--- src/hw/rtl/slrg_pkg.sv ---
// Shared types, constants and helper functions for the subtractive lagged generator.
// Holds the microcode ROM used by slrg_sequencer and the datapath op codes.
// No dependencies.
package slrg_pkg;

   // arithmetic constants
   localparam logic [29:0] MODULUS      = 30'd1000000000;
   localparam logic [27:0] SEED_BASE    = 28'd161803398;
   localparam logic [5:0]  TABLE_LEN    = 6'd55;
   localparam logic [5:0]  SCATTER_STEP = 6'd21;
   localparam logic [5:0]  LAG_START    = 6'd31;
   localparam logic [5:0]  MIX_OFFSET   = 6'd30;
   // loop counts, loaded as count - 1
   localparam logic [5:0]  FILL_LAST    = 6'd53;
   localparam logic [5:0]  MIX_LAST     = 6'd54;
   localparam logic [1:0]  PASS_LAST    = 2'd3;

   // datapath operations
   typedef enum logic [3:0] {
      OP_LATCH     = 4'd0,
      OP_DRAW_RD   = 4'd1,
      OP_DRAW_WR   = 4'd2,
      OP_SEED_INIT = 4'd3,
      OP_FILL      = 4'd4,
      OP_MIX_INIT  = 4'd5,
      OP_MIX_RD    = 4'd6,
      OP_MIX_WR    = 4'd7,
      OP_SEED_DONE = 4'd8
   } op_type;

   // sequencer branch conditions
   typedef enum logic [2:0] {
      COND_NEXT     = 3'd0,
      COND_ALWAYS   = 3'd1,
      COND_WAIT_REQ = 3'd2,
      COND_OUT_FREE = 3'd3,
      COND_LOOP     = 3'd4,
      COND_LOOP2    = 3'd5
   } cond_type;

   typedef logic [3:0] pc_type;

   // program addresses
   localparam pc_type PC_IDLE      = 4'd0;
   localparam pc_type PC_DRAW_RD   = 4'd1;
   localparam pc_type PC_DRAW_WR   = 4'd2;
   localparam pc_type PC_SEED_INIT = 4'd3;
   localparam pc_type PC_FILL      = 4'd4;
   localparam pc_type PC_MIX_INIT  = 4'd5;
   localparam pc_type PC_MIX_RD    = 4'd6;
   localparam pc_type PC_MIX_WR    = 4'd7;
   localparam pc_type PC_SEED_DONE = 4'd8;
   localparam pc_type PC_LAST      = PC_SEED_DONE;

   typedef struct packed {
      op_type   op;
      cond_type cond;
      pc_type   target;
   } uword_type;

   // control from sequencer to datapath
   typedef struct packed {
      op_type op;
      logic   exec;
   } ctrl_type;

   // status from datapath to sequencer
   typedef struct packed {
      logic cnt_zero;
      logic pass_zero;
      logic seeded;
   } status_type;

   // microcode ROM: one control word per program step
   function automatic uword_type ucode_rom(input pc_type pc);
      uword_type w;
      begin
         unique case (pc)
            PC_IDLE:      w = '{OP_LATCH,     COND_WAIT_REQ, PC_SEED_INIT};
            PC_DRAW_RD:   w = '{OP_DRAW_RD,   COND_NEXT,     PC_IDLE};
            PC_DRAW_WR:   w = '{OP_DRAW_WR,   COND_OUT_FREE, PC_IDLE};
            PC_SEED_INIT: w = '{OP_SEED_INIT, COND_NEXT,     PC_IDLE};
            PC_FILL:      w = '{OP_FILL,      COND_LOOP,     PC_FILL};
            PC_MIX_INIT:  w = '{OP_MIX_INIT,  COND_NEXT,     PC_IDLE};
            PC_MIX_RD:    w = '{OP_MIX_RD,    COND_NEXT,     PC_IDLE};
            PC_MIX_WR:    w = '{OP_MIX_WR,    COND_LOOP2,    PC_MIX_RD};
            PC_SEED_DONE: w = '{OP_SEED_DONE, COND_ALWAYS,   PC_DRAW_RD};
            default:      w = '{OP_LATCH,     COND_ALWAYS,   PC_IDLE};
         endcase
         return w;
      end
   endfunction

   // (a - b) mod 10^9 for a, b below 10^9
   function automatic logic [29:0] sub_mod(input logic [29:0] a, input logic [29:0] b);
      logic [30:0] d;
      begin
         d = {1'b0, a} - {1'b0, b};
         if (a < b) begin
            d = d + {1'b0, MODULUS};
         end
         return d[29:0];
      end
   endfunction

   // pointer step, 55 wraps to 1
   function automatic logic [5:0] advance(input logic [5:0] p);
      logic [6:0] n;
      begin
         n = {1'b0, p} + 7'd1;
         if (n >= {1'b0, TABLE_LEN} + 7'd1) begin
            n = 7'd1;
         end
         return n[5:0];
      end
   endfunction

endpackage

--- src/hw/rtl/slrg_sequencer.sv ---
// Microcoded sequencer: program counter, ROM lookup and branch logic.
// Depends on slrg_pkg (ROM, op codes, control and status structs).
module slrg_sequencer (
   input  logic                 clock,
   input  logic                 reset,
   input  logic                 req_valid,
   input  logic                 req_action,
   output logic                 req_ready,
   input  logic                 rsp_valid,
   input  logic                 rsp_ready,
   input  slrg_pkg::status_type status,
   output slrg_pkg::ctrl_type   ctrl
);

   slrg_pkg::pc_type    pc_ff;
   slrg_pkg::pc_type    pc_in;
   slrg_pkg::uword_type uw;
   logic                rsp_free;
   logic                need_seed;

   assign uw        = slrg_pkg::ucode_rom(pc_ff);
   assign rsp_free  = !rsp_valid || rsp_ready;
   assign need_seed = req_action || !status.seeded;
   assign req_ready = (pc_ff == slrg_pkg::PC_IDLE);

   // op enable: waits on a request beat or a free output register where the step needs one
   always_comb begin
      ctrl.op = uw.op;
      unique case (uw.cond)
         slrg_pkg::COND_WAIT_REQ: ctrl.exec = req_valid;
         slrg_pkg::COND_OUT_FREE: ctrl.exec = rsp_free;
         default:                 ctrl.exec = 1'b1;
      endcase
   end

   // next program step
   always_comb begin
      unique case (uw.cond)
         slrg_pkg::COND_NEXT:   pc_in = slrg_pkg::pc_type'(pc_ff + 4'd1);
         slrg_pkg::COND_ALWAYS: pc_in = uw.target;
         slrg_pkg::COND_WAIT_REQ: begin
            if (!req_valid) pc_in = pc_ff;
            else if (need_seed) pc_in = uw.target;
            else pc_in = slrg_pkg::pc_type'(pc_ff + 4'd1);
         end
         slrg_pkg::COND_OUT_FREE: pc_in = rsp_free ? uw.target : pc_ff;
         slrg_pkg::COND_LOOP:
            pc_in = !status.cnt_zero ? uw.target : slrg_pkg::pc_type'(pc_ff + 4'd1);
         slrg_pkg::COND_LOOP2:
            pc_in = (!status.cnt_zero || !status.pass_zero) ? uw.target
                                                            : slrg_pkg::pc_type'(pc_ff + 4'd1);
         default: pc_in = slrg_pkg::PC_IDLE;
      endcase
   end

   always_ff @(posedge clock) begin
      if (reset) begin
         pc_ff <= slrg_pkg::PC_IDLE;
      end else begin
         pc_ff <= pc_in;
      end
   end

   // program counter stays inside the ROM
   a_pc_range: assert property (@(posedge clock) disable iff (reset)
      pc_ff <= slrg_pkg::PC_LAST)
      else $error("pc outside program");

   // an accepted beat starts either a draw or a reseed
   a_accept_branch: assert property (@(posedge clock) disable iff (reset)
      (req_valid && req_ready) |=>
         (pc_ff == slrg_pkg::PC_DRAW_RD || pc_ff == slrg_pkg::PC_SEED_INIT))
      else $error("bad branch after accept");

endmodule

--- src/hw/rtl/slrg_datapath.sv ---
// Datapath: lag table memory, pointers, fill registers, loop counters, output register.
// Depends on slrg_pkg; driven by the control word of slrg_sequencer.
module slrg_datapath (
   input  logic                 clock,
   input  logic                 reset,
   input  slrg_pkg::ctrl_type   ctrl,
   input  logic [27:0]          req_seed,
   input  logic                 rsp_ready,
   output logic                 rsp_valid,
   output logic [29:0]          rsp_value,
   output slrg_pkg::status_type status
);

   logic [29:0] lag_mem [0:55];
   logic [29:0] rd_a_ff;
   logic [29:0] rd_b_ff;
   logic [5:0]  raddr_a;
   logic [5:0]  raddr_b;
   logic        we;
   logic [5:0]  waddr;
   logic [29:0] wdata;

   logic [27:0] seed_ff;
   logic [29:0] start_ff;
   logic [29:0] fill_ff;
   logic [5:0]  pos_ff;
   logic [5:0]  ptr_a_ff;
   logic [5:0]  ptr_b_ff;
   logic [5:0]  cnt_ff;
   logic [1:0]  pass_ff;
   logic        seeded_ff;
   logic        rsp_valid_ff;
   logic [29:0] rsp_value_ff;

   logic [27:0] start_mag;
   logic [29:0] diff;
   logic [29:0] fill_next;
   logic [6:0]  pos_sum;
   logic [5:0]  pos_next;

   // seed distance from the base constant
   assign start_mag = (seed_ff <= slrg_pkg::SEED_BASE) ? (slrg_pkg::SEED_BASE - seed_ff)
                                                       : (seed_ff - slrg_pkg::SEED_BASE);
   assign diff      = slrg_pkg::sub_mod(rd_a_ff, rd_b_ff);
   assign fill_next = slrg_pkg::sub_mod(start_ff, fill_ff);
   assign pos_sum   = {1'b0, pos_ff} + {1'b0, slrg_pkg::SCATTER_STEP};
   assign pos_next  = (pos_sum >= {1'b0, slrg_pkg::TABLE_LEN})
                    ? 6'(pos_sum - {1'b0, slrg_pkg::TABLE_LEN}) : pos_sum[5:0];

   // read addresses: a draw reads at the stepped pointers
   assign raddr_a = (ctrl.op == slrg_pkg::OP_DRAW_RD) ? slrg_pkg::advance(ptr_a_ff) : ptr_a_ff;
   assign raddr_b = (ctrl.op == slrg_pkg::OP_DRAW_RD) ? slrg_pkg::advance(ptr_b_ff) : ptr_b_ff;

   // write port select
   always_comb begin
      we    = 1'b0;
      waddr = ptr_a_ff;
      wdata = diff;
      unique case (ctrl.op)
         slrg_pkg::OP_SEED_INIT: begin
            we    = 1'b1;
            waddr = slrg_pkg::TABLE_LEN;
            wdata = {2'b00, start_mag};
         end
         slrg_pkg::OP_FILL: begin
            we    = 1'b1;
            waddr = pos_ff;
            wdata = fill_ff;
         end
         slrg_pkg::OP_MIX_WR: we = 1'b1;
         slrg_pkg::OP_DRAW_WR: we = ctrl.exec;
         default: we = 1'b0;
      endcase
   end

   // lag table, one write and two registered reads per cycle
   always_ff @(posedge clock) begin
      if (we) begin
         lag_mem[waddr] <= wdata;
      end
      rd_a_ff <= lag_mem[raddr_a];
      rd_b_ff <= lag_mem[raddr_b];
   end

   // payload registers for seeding
   always_ff @(posedge clock) begin
      if (ctrl.exec) begin
         case (ctrl.op)
            slrg_pkg::OP_LATCH: seed_ff <= req_seed;
            slrg_pkg::OP_SEED_INIT: begin
               start_ff <= {2'b00, start_mag};
               fill_ff  <= 30'd1;
               pos_ff   <= slrg_pkg::SCATTER_STEP;
            end
            slrg_pkg::OP_FILL: begin
               fill_ff  <= fill_next;
               start_ff <= fill_ff;
               pos_ff   <= pos_next;
            end
            default: begin
            end
         endcase
      end
   end

   // pointers, counters and seeded flag
   always_ff @(posedge clock) begin
      if (reset) begin
         ptr_a_ff  <= 6'd0;
         ptr_b_ff  <= slrg_pkg::LAG_START;
         cnt_ff    <= 6'd0;
         pass_ff   <= 2'd0;
         seeded_ff <= 1'b0;
      end else if (ctrl.exec) begin
         case (ctrl.op)
            slrg_pkg::OP_DRAW_RD: begin
               ptr_a_ff <= slrg_pkg::advance(ptr_a_ff);
               ptr_b_ff <= slrg_pkg::advance(ptr_b_ff);
            end
            slrg_pkg::OP_SEED_INIT: cnt_ff <= slrg_pkg::FILL_LAST;
            slrg_pkg::OP_FILL:      cnt_ff <= 6'(cnt_ff - 6'd1);
            slrg_pkg::OP_MIX_INIT: begin
               ptr_a_ff <= 6'd1;
               ptr_b_ff <= 6'd1 + slrg_pkg::MIX_OFFSET + 6'd1;
               cnt_ff   <= slrg_pkg::MIX_LAST;
               pass_ff  <= slrg_pkg::PASS_LAST;
            end
            slrg_pkg::OP_MIX_WR: begin
               ptr_a_ff <= slrg_pkg::advance(ptr_a_ff);
               ptr_b_ff <= slrg_pkg::advance(ptr_b_ff);
               if (cnt_ff == 6'd0) begin
                  cnt_ff  <= slrg_pkg::MIX_LAST;
                  pass_ff <= 2'(pass_ff - 2'd1);
               end else begin
                  cnt_ff <= 6'(cnt_ff - 6'd1);
               end
            end
            slrg_pkg::OP_SEED_DONE: begin
               ptr_a_ff  <= 6'd0;
               ptr_b_ff  <= slrg_pkg::LAG_START;
               seeded_ff <= 1'b1;
            end
            default: begin
            end
         endcase
      end
   end

   // result beat register
   always_ff @(posedge clock) begin
      if (reset) begin
         rsp_valid_ff <= 1'b0;
      end else if (ctrl.exec && ctrl.op == slrg_pkg::OP_DRAW_WR) begin
         rsp_valid_ff <= 1'b1;
      end else if (rsp_ready) begin
         rsp_valid_ff <= 1'b0;
      end
   end

   always_ff @(posedge clock) begin
      if (ctrl.exec && ctrl.op == slrg_pkg::OP_DRAW_WR) begin
         rsp_value_ff <= diff;
      end
   end

   assign rsp_valid        = rsp_valid_ff;
   assign rsp_value        = rsp_value_ff;
   assign status.cnt_zero  = (cnt_ff == 6'd0);
   assign status.pass_zero = (pass_ff == 2'd0);
   assign status.seeded    = seeded_ff;

   // table writes never touch the unused entry zero
   a_waddr_range: assert property (@(posedge clock) disable iff (reset)
      we |-> (waddr != 6'd0 && waddr <= slrg_pkg::TABLE_LEN))
      else $error("table write out of range");

   // pointers stay within the table
   a_ptr_range: assert property (@(posedge clock) disable iff (reset)
      ptr_a_ff <= slrg_pkg::TABLE_LEN && ptr_b_ff <= slrg_pkg::TABLE_LEN)
      else $error("pointer out of range");

   // once built, the table stays built
   a_seeded_sticky: assert property (@(posedge clock) disable iff (reset)
      seeded_ff |=> seeded_ff)
      else $error("seeded flag dropped");

endmodule

--- src/hw/rtl/subtractive_lagged_random_generator.sv ---
// Top level of the subtractive lagged random generator.
// Depends on slrg_pkg, slrg_sequencer and slrg_datapath.
//
// Subtractive lagged generator over a 55-word table modulo 10^9. A draw beat
// (action 0) returns the next value below one billion; a reseed beat (action 1)
// rebuilds the table from seed and then draws. The first draw after reset
// also seeds first. A draw steps from the accept to a table read, then a
// subtract and write back, as the table memory has a registered read port. A
// reseed runs the accept, 1 init, 54 scattered fills, 1 mixing setup, 4 x 55
// mixing steps (each a read, then a write through the single write port), 1
// finish, then the draw. A new request beat is taken while the previous result
// still waits in the output register; the sequencer stalls only when a second
// result would overwrite it.
module subtractive_lagged_random_generator (
   input  logic        clock,
   input  logic        reset,
   input  logic        req_valid,
   output logic        req_ready,
   input  logic        req_action,
   input  logic [27:0] req_seed,
   output logic        rsp_valid,
   input  logic        rsp_ready,
   output logic [29:0] rsp_value
);

   slrg_pkg::ctrl_type   ctrl;
   slrg_pkg::status_type status;

   slrg_sequencer u_sequencer (
      .clock      (clock),
      .reset      (reset),
      .req_valid  (req_valid),
      .req_action (req_action),
      .req_ready  (req_ready),
      .rsp_valid  (rsp_valid),
      .rsp_ready  (rsp_ready),
      .status     (status),
      .ctrl       (ctrl)
   );

   slrg_datapath u_datapath (
      .clock     (clock),
      .reset     (reset),
      .ctrl      (ctrl),
      .req_seed  (req_seed),
      .rsp_ready (rsp_ready),
      .rsp_valid (rsp_valid),
      .rsp_value (rsp_value),
      .status    (status)
   );

endmodule

--- config.mk ---
export PLATFORM = sky130hd
export DESIGN_NAME = subtractive_lagged_random_generator
export DESIGN_NICKNAME = d
export VERILOG_FILES = /design/src/hw/rtl/slrg_pkg.sv /design/src/hw/rtl/slrg_sequencer.sv /design/src/hw/rtl/slrg_datapath.sv /design/src/hw/rtl/subtractive_lagged_random_generator.sv
export SDC_FILE = /design/constraint.sdc
export NUM_CORES = 2
export LEC_CHECK = 0
export BUFFER_PORTS_ARGS = -buffer_cell sky130_fd_sc_hd__buf_2
export CORE_MARGIN = 10
export CORE_UTILIZATION = 30
export DETAILED_ROUTE_END_ITERATION = 7
export HOLD_SLACK_MARGIN = 0.08
export PLACE_DENSITY_LB_ADDON = 0.15
export SLEW_MARGIN = 10
export SYNTH_ARGS = -nofsm -noshare
export SYNTH_HDL_FRONTEND = slang
export SYNTH_SLANG_ARGS = --single-unit
--- constraint.sdc ---
create_clock -name clock -period 10.9 [get_ports clock]
set_input_delay 2.18 -clock clock [delete_from_list [all_inputs] [get_ports clock]]
set_output_delay 2.18 -clock clock [all_outputs]
set_load 0.02 [all_outputs]
==> results.ini <==
[placed_design]
port_buffers = 64
routabilityCongestion = 0.901
dpl.hpwl_um = 239000

[global_route]
grt_pass1_vias = 68200
antenna_found_initial = 34
grt_pass1_wl_um = 543000
use_met3 = 0.0460
use_met2 = 0.337
grt_max_degree = 162
grt-ovfl-total = 0
met1_usage = 0.296
grtUsageTotal = 0.222
top_usage_layer = met2

[clock_network]
cts_buffer_depth = 4
clk_latency_ps = 920
cts_tree = yes
cts-root-buf = clkbuf_16
cts_sinks = 1899
cts_resized = 0
path_clk_slew_ps = 70
cts_buffers = 220
ctsHoldBuffers = 0
cts_setup_buffers = 0
cts.htree.levels = 4

[min_path]
hold_path_end = u_datapath.pass_ff[1]
hold_depth = 2
hold_path.class = flip-flop to flip-flop
hold_start = u_datapath.pass_ff[1]

[die]
core_um2 = 313000
ioPinCount = 65
row_count = 205
die_area_um2 = 338000
die_h_um = 581
start_util = 0.302
die_w_um = 581

[worst_setup_path]
worstRegToRegCells = 12
crit_path_start_kind = flip-flop
reg2reg_to = u_datapath.rd_b_ff[4]
required_ps = 11560
cp-end-kind = flip-flop
r2r-start = u_sequencer.uw[9]
critPathArrivalTime_ps = 7100
r2r_slack_ps = 4450
crit_type = flip-flop to flip-flop
cp_max_fo = 76

[final_layout]
fillerInstances = 30500
layout.nets = 7909
syn_to_final_growth_pct = 14.0
drive_gt1_frac = 0.148

[yosys]
yosysSeqAreaShare = 0.594
muxShareOfSynthArea = 0.105
synth_edf_count = 1804
synthArstFlopShare = 0
ys_seq_elements = 1899
synth-main-ff-cell = edfxtp_1
synth_fp_nets = 7986
synth_cell_types = 96
synthAdderAreaFrac = 0.0105
synth_simple_gate_area_frac = 0.157
synth_cells = 7875
synth-compound-area-share = 0.0932
avgSynthCellArea_um2 = 12.0
synth_xor_area_frac = 0.00974
synth_area_um2 = 94400
yosysWarnings = 0
synth_top_family_by_area = simple AND/OR/NAND/NOR gates

[timing]
max_freq_mhz = 155
skew_ps = 82.8
finalSetupViolations = 0
worstMarginPinSlew_ps = 1420
rsz0062_at_grt = no
drv_slew = 0
finalCriticalPeriod_ps = 6450
hold_viol = 0
slew_headroom = 0.0448
fin_setup_tns_ps = 0
post-route-period-util = 0.591

[outcome]
status = finished clean

[drt]
wirelength_um = 393000
vias = 70600
drtAntennaViolNets = 0
vias_per_cell = 5.82
drc = 0
drtPass1Iterations = 7
dr.first_iter.drc_count = 9156
wl_per_cell_um = 32.4

[job]
max_cap_violations = 0

-- synth_stat cells, types with 26 or more instances --
master    number  area [µm²]
nor4_1        28         175
clkbuf_1     308        1160
a311oi_1     140        1230
and2_1        31         194
a21oi_1      230        1150
edfxtp_1    1804       54200
nand4_1       26         163
buf_4         27         203
dfxtp_1       95        1900
nor3_1        83         415
inv_1        103         387
xnor2_1       69         604
and3_1       143         895
nand3_1      803        4020
a21o_1        46         345
buf_2        157         786
a31oi_1       95         594
nand2b_1      35         219
mux2i_1      159        1590
xor2_1        36         315
mux4_2       368        8290
o211ai_1      34         255
a22oi_1      105         788
o21ai_0      150         751
a32oi_1       92         806
nand2_1     1821        6840
ha_1          76         951
a211oi_1      90         676
nor2_1       262         983
buf_1         69         259
-- per-stage QoR --
stage | instance area, µm² | util | hold slack [ps] | std cells | worst slack, ps
final | 108000 | 0.344 | 479 | 12100 | 4450
after global routing | 108000 | 0.344 | 521 | 12100 | 4640
after CTS | 108000 | 0.344 | 481 | 12100 | 4790
after detailed placement | 100000 | 0.321 | 464 | 11700 | 4560
after global placement | 100000 | 0.320 | 454 | 11700 | 4420
after floorplan | 94400 | - | 438 | 7875 | 4670
-- kinds of logic (layout without fill, tap and decap cells) --
kind of cell | Yosys count | count (layout)
other | 0 | 15
flip-flops | 1899 | 1899
AND/OR/NAND/NOR | 3358 | 3358
adder cells (fa/ha/maj) | 78 | 78
buffers and inverters | 676 | 776
multiplexers | 530 | 530
XOR/XNOR | 105 | 105
AO/OA/AOI/OAI | 1229 | 1229
-- worst max path at each step --
stage / from / slack (ps) / end / cells after the start
floorplan: rsp_ready / 4670 / u_datapath.rsp_value[0] / 6
global placement: rsp_ready / 4420 / u_datapath.lag_mem[47][27] / 11
detailed placement: rsp_ready / 4560 / u_datapath.lag_mem[47][17] / 11
CTS: u_sequencer.uw[9] / 4790 / u_datapath.rd_b_ff[4] / 12
global route: u_sequencer.uw[9] / 4640 / u_datapath.rd_b_ff[4] / 12
finish: u_sequencer.uw[9] / 4450 / u_datapath.rd_b_ff[4] / 12
-- per-layer routing --
metal	wire, µm	part of all wire
met1	161000	0.41
met2	173000	0.44
met3	35200	0.090
met4	23500	0.060
met5	71	0.00018
-- cell usage in the layout (no fill, tap or decap), types with 21 or more instances in the layout --
cell type,n
clkinv_2,60
xnor2_1,69
nand2b_1,34
nor3_1,82
mux2i_1,159
a211oi_1,90
a22oi_1,105
dfxtp_1,95
edfxtp_1,1804
xor2_1,36
and3_1,142
a31oi_1,91
nor4_1,27
buf_12,21
nor2_4,70
a21o_1,37
and2_1,28
nand2_1,1816
inv_1,103
a311oi_1,140
buf_4,187
clkinv_1,28
a21oi_1,226
o21ai_0,137
nand4_1,26
nor2_1,190
nand3_1,798
o211ai_1,34
clkbuf_16,223
ha_1,76
buf_2,64
bufinv_16,32
a32oi_1,91
o22ai_1,22
mux4_2,368
-- sequential cells by signal, summed over array words and instances, names as in the netlist --
name and cells:
u_datapath.lag_mem 1680, u_datapath.fill_ff 30, u_datapath.rd_a_ff 30, u_datapath.rd_b_ff 30, u_datapath.rsp_value 30, u_datapath.start_ff 30, u_datapath.seed_ff 28, u_sequencer.uw 9
u_datapath.cnt_ff 6, u_datapath.pos_ff 6, u_datapath.ptr_a_ff 6, u_datapath.ptr_b_ff 6, u_sequencer.pc_ff 4, u_datapath.pass_ff 2, u_datapath.rsp_valid 1, u_datapath.seeded_ff 1
-- critical path, stage by stage, from the launching register on --
cell and delay (ps):
dfxtp_1 580, nor2_1 150, nand3b_1 640, nand2_1 260
o21ai_4 130, buf_12 520, buf_4 780, nand2_1 120
nand3_1 110, a21oi_1 100, nor3_1 1050, a41oi_1 300
a21boi_0 1180
-- layout make-up --
class / count / area [µm²] / area share
Antenna cell: 15 / 37.5 / 0.000349
Clock buffer: 249 / 5750 / 0.0534
Clock inverter: 150 / 1640 / 0.0152
Inverter: 103 / 387 / 0.00359
Multi-Input combinational cell: 5300 / 36400 / 0.338
Sequential cell: 1899 / 56100 / 0.521
Tap cell: 4140 / 5180 / 0.0481
Timing Repair Buffer: 274 / 2180 / 0.0203
Power is not shown: default switching activity piles up to over one toggle a cycle in this logic, so the estimate is an artifact.
